## src/hw/rtl/tlpt_ram.sv

```systemverilog
// ----------------------------------------------------------------------------
// tlpt_ram
// Simple dual-port synchronous RAM, one write and one registered read port.
// ----------------------------------------------------------------------------
module tlpt_ram #(
  parameter int unsigned Width = 8,
  parameter int unsigned Depth = 16,
  localparam int unsigned AddrW = $clog2(Depth)
) (
  input  logic             clk_i,
  input  logic             we_i,
  input  logic [AddrW-1:0] waddr_i,
  input  logic [Width-1:0] wdata_i,
  input  logic             re_i,
  input  logic [AddrW-1:0] raddr_i,
  output logic [Width-1:0] rdata_o
);

  logic [Width-1:0] mem [Depth];
  logic [Width-1:0] rdata_q;

  always_ff @(posedge clk_i) begin
    if (we_i) begin
      mem[waddr_i] <= wdata_i;
    end
  end

  always_ff @(posedge clk_i) begin
    if (re_i) begin
      rdata_q <= mem[raddr_i];
    end
  end

  assign rdata_o = rdata_q;

endmodule

```

## config.mk

```make
export PLATFORM = sky130hd
export DESIGN_NAME = tlpt_ram
export DESIGN_NICKNAME = d
export VERILOG_FILES = /design/src/hw/rtl/tlpt_ram.sv
export SDC_FILE = /design/constraint.sdc
export NUM_CORES = 1
export LEC_CHECK = 0
export BUFFER_PORTS_ARGS = -buffer_cell sky130_fd_sc_hd__buf_4
export CELL_PAD_IN_SITES_DETAIL_PLACEMENT = 0
export CELL_PAD_IN_SITES_GLOBAL_PLACEMENT = 1
export CORE_MARGIN = 2
export CORE_UTILIZATION = 35
export CTS_CLUSTER_DIAMETER = 120
export DETAILED_ROUTE_END_ITERATION = 8
export PLACE_DENSITY = 0.63
export SYNTH_ARGS = -nofsm -noshare
export SYNTH_HDL_FRONTEND = slang
export SYNTH_SLANG_ARGS = --single-unit
```

## constraint.sdc

```tcl
create_clock -name clk_i -period 3.15 [get_ports clk_i]
set_clock_uncertainty 0.05 [all_clocks]
set_input_delay 0.4725 -clock clk_i [delete_from_list [all_inputs] [get_ports clk_i]]
set_output_delay 0.4725 -clock clk_i [all_outputs]
set_load 0.1 [all_outputs]
```

==> impl_metrics.csv <==
group,metric,value,unit
clocking,cts_hold_buf,0,
cells_and_area,syn2layout_area_growth,20.8,%
worst_setup_path,worstReg2RegStart,"mem[0][3]$_DFFE_PP_",
global_route,grt_pass1_vias,2535,
logic_synthesis,syn_area,5230,um^2
route,routed-wl-met2,5110,um
route,drt.antenna.violating_nets,0,
timing,grt_setup_unrepaired,"no",
timing,final.setup.tns,0,ps
timing,period_share,61.0,%
worst_setup_path,r2r-end,"rdata_o[3]$_DFFE_PP_",
cells_and_area,regArea,4080,um^2
global_route,grt_max_degree,33,
placement,gp_congestion,0.700,
timing,period_minus_slack,1920,ps
logic_synthesis,synth_nets,248,
floorplan,die_height,126,um
min_path,min_path_cells,1,
placement,dpl.hpwl,6300,um
worst_setup_path,cp.required,3250,ps
floorplan,die_w,126,um
route,drc,0,
clocking,htreeDepth,4,
clocking,path_clk_slew,60,ps
worst_setup_path,regToRegSetupSlack,1550,ps
logic_synthesis,ys_types,18,
cells_and_area,drive_gt1_share,30.8,%
clocking,post_cts_buffers,0,
route,drt_iter0_markers,181,
route,wl_met3,578,um
cells_and_area,multi_input_area,1060,um^2
logic_synthesis,synth_area_per_cell,22.8,um^2
global_route,globalRouteOverflowTotal,0,
logic_synthesis,synthCells,229,
cells_and_area,finalNetCount,298,
worst_setup_path,r2r_cells,3,
route,firstDrtPassIters,4,
cells_and_area,utilization,43.3,%
route,vias,2431,
route,vias_per_cell,5.11,
global_route,grtUsageTotal,14.0,%
clocking,cts_tree,"yes",
timing,fmaxAchievable,521,MHz
timing,worst_slew_margin_rel,35.3,%
worst_setup_path,end_kind,"flip-flop",
worst_setup_path,start_kind,"primary input",
clocking,insertion_delay,410,ps
timing,hold_viol,0,
floorplan,ios,27,
clocking,cts_buffer_depth,2,
logic_synthesis,ys_seq_elements,136,
global_route,antenna_found_initial,0,
flow_run,drv_cap,0,
route,wl_met1,4670,um
floorplan,initial_core_util,35.8,%
clocking,numCtsBuffers,17,
min_path,hp-start,"wdata_i[4]",
timing,setup_viol,0,
placement,port_buffers,26,
cells_and_area,nFillCells,1222,
cells_and_area,antenna_cells,0,
logic_synthesis,synth_seq_area_share,78.1,%
pwr,powerDensity,697,nW/um^2
timing,slew_viol_final,0,
clocking,post_cts_resize_count,0,
route,wl_per_cell,21.9,um
worst_setup_path,worst_ep_arrival_time,2020,ps
min_path,hold_class,"primary input to flip-flop",
cells_and_area,final_area,6310,um^2
floorplan,die_area,15900,um^2
clocking,root_buffer,"clkbuf_16",
pwr,power.static_leakage,2.11,nW
timing,worstMarginPinSlew,967,ps
pwr,ir_drop,0.000400,V
route,drt-total-wl,10400,um
clocking,clkSinkCount,136,
route,top_layer,"met4",
floorplan,rows,44,
status,status,"completed",
logic_synthesis,yosys_warnings,0,
worst_setup_path,critPathMaxFanout,32,
min_path,min_to,"mem[4][4]$_DFFE_PP_",
placement,dpl_cell_area,5680,um^2
worst_setup_path,critical_path_class,"primary input to flip-flop",
global_route,grt_pass1_wl,15800,um
floorplan,core_region_area,14600,um^2
==> logic make-up after synthesis <==
| kind of cell | after synthesis | share of synthesized area (%) |
|---|---|---|
| DFF | 136 | 78.1 |
| buffers and inverters | 10 | 1.65 |
| AOI/OAI and AO/OA | 16 | 2.30 |
| and+or+nand+nor | 35 | 3.14 |
| muxes | 32 | 14.8 |
==> registers in the layout (all words and copies together), names as in the netlist <==
signal,flops
mem,128
rdata_o,8
==> final cells by class <==
type / instances / share of cell area, %
multi-input combinational: 83 / 16.7
clock inverter: 14 / 3.25
clock buffer: 18 / 6.80
tap: 184 / 3.65
sequential: 136 / 64.7
timing repair buffer: 41 / 4.88
==> worst max-delay path: stages <==
cell and delay, ps:
buf_4 470, mux4_1 630, a22oi_1 320, nand2_1 100
==> worst max path at each step <==
stage / cells after the start / endpoint / start
2_1_floorplan: 2 / mem[0][0]$_DFFE_PP_ / waddr_i[2]
3_3_place_gp: 4 / rdata_o[3]$_DFFE_PP_ / raddr_i[0]
3_5_place_dp: 4 / rdata_o[3]$_DFFE_PP_ / raddr_i[0]
4_1_cts: 4 / rdata_o[3]$_DFFE_PP_ / raddr_i[0]
5_1_grt: 4 / rdata_o[3]$_DFFE_PP_ / raddr_i[0]
6_report: 4 / rdata_o[3]$_DFFE_PP_ / raddr_i[0]
==> power breakdown <==
group	internal, mW	switching [mW]
clock	1.40	0.703
sequential	2.04	0.0119
combinational	0.0859	0.165
==> cell usage after synthesis (all sizes together) <==
cell	count	area (um^2)
nand2	9	33.8
nand3	1	5.00
nand3b	2	15.0
and2	1	6.26
buf	7	56.3
nor3	4	20.0
and2b	1	7.51
or3b	1	8.76
nor2	13	48.8
nand2b	2	12.5
edfxtp	136	4080
clkdlybuf4s25	3	30.0
nor2b	1	6.26
a22oi	16	120
mux4	32	773
==> cell usage in the layout (no fill, tap or decap), types with 3 or more instances in the layout <==
master / instances
mux4_2: 18
a22oi_1: 16
buf_4: 41
clkinv_2: 4
edfxtp_1: 136
bufinv_16: 5
nor3_1: 4
nand2_1: 9
nor2_1: 13
clkbuf_16: 17
mux4_1: 14
clkinvlp_4: 3
==> stage by stage <==
stage / hold slack (ps) / setup WS [ps] / power [mW] / cells
after detailed placement: 688 / 756 / 2.35 / 444
after global routing: 320 / 1150 / 4.54 / 476
after global placement: 672 / 782 / 2.34 / 444
after CTS: 309 / 1180 / 4.45 / 476
final: 320 / 1230 / 4.40 / 476
after floorplan: 521 / 1130 / 2.25 / 229
==> per-layer routing <==
layer | track usage [%] | vias up
li1 | - | 1080
met1 | 19.4 | 1280
met2 | 21.2 | 69
met3 | 3.87 | 2
met4 | 5.49 | 0
met5 | 0 | -
Power figures use the tool's default switching activity.
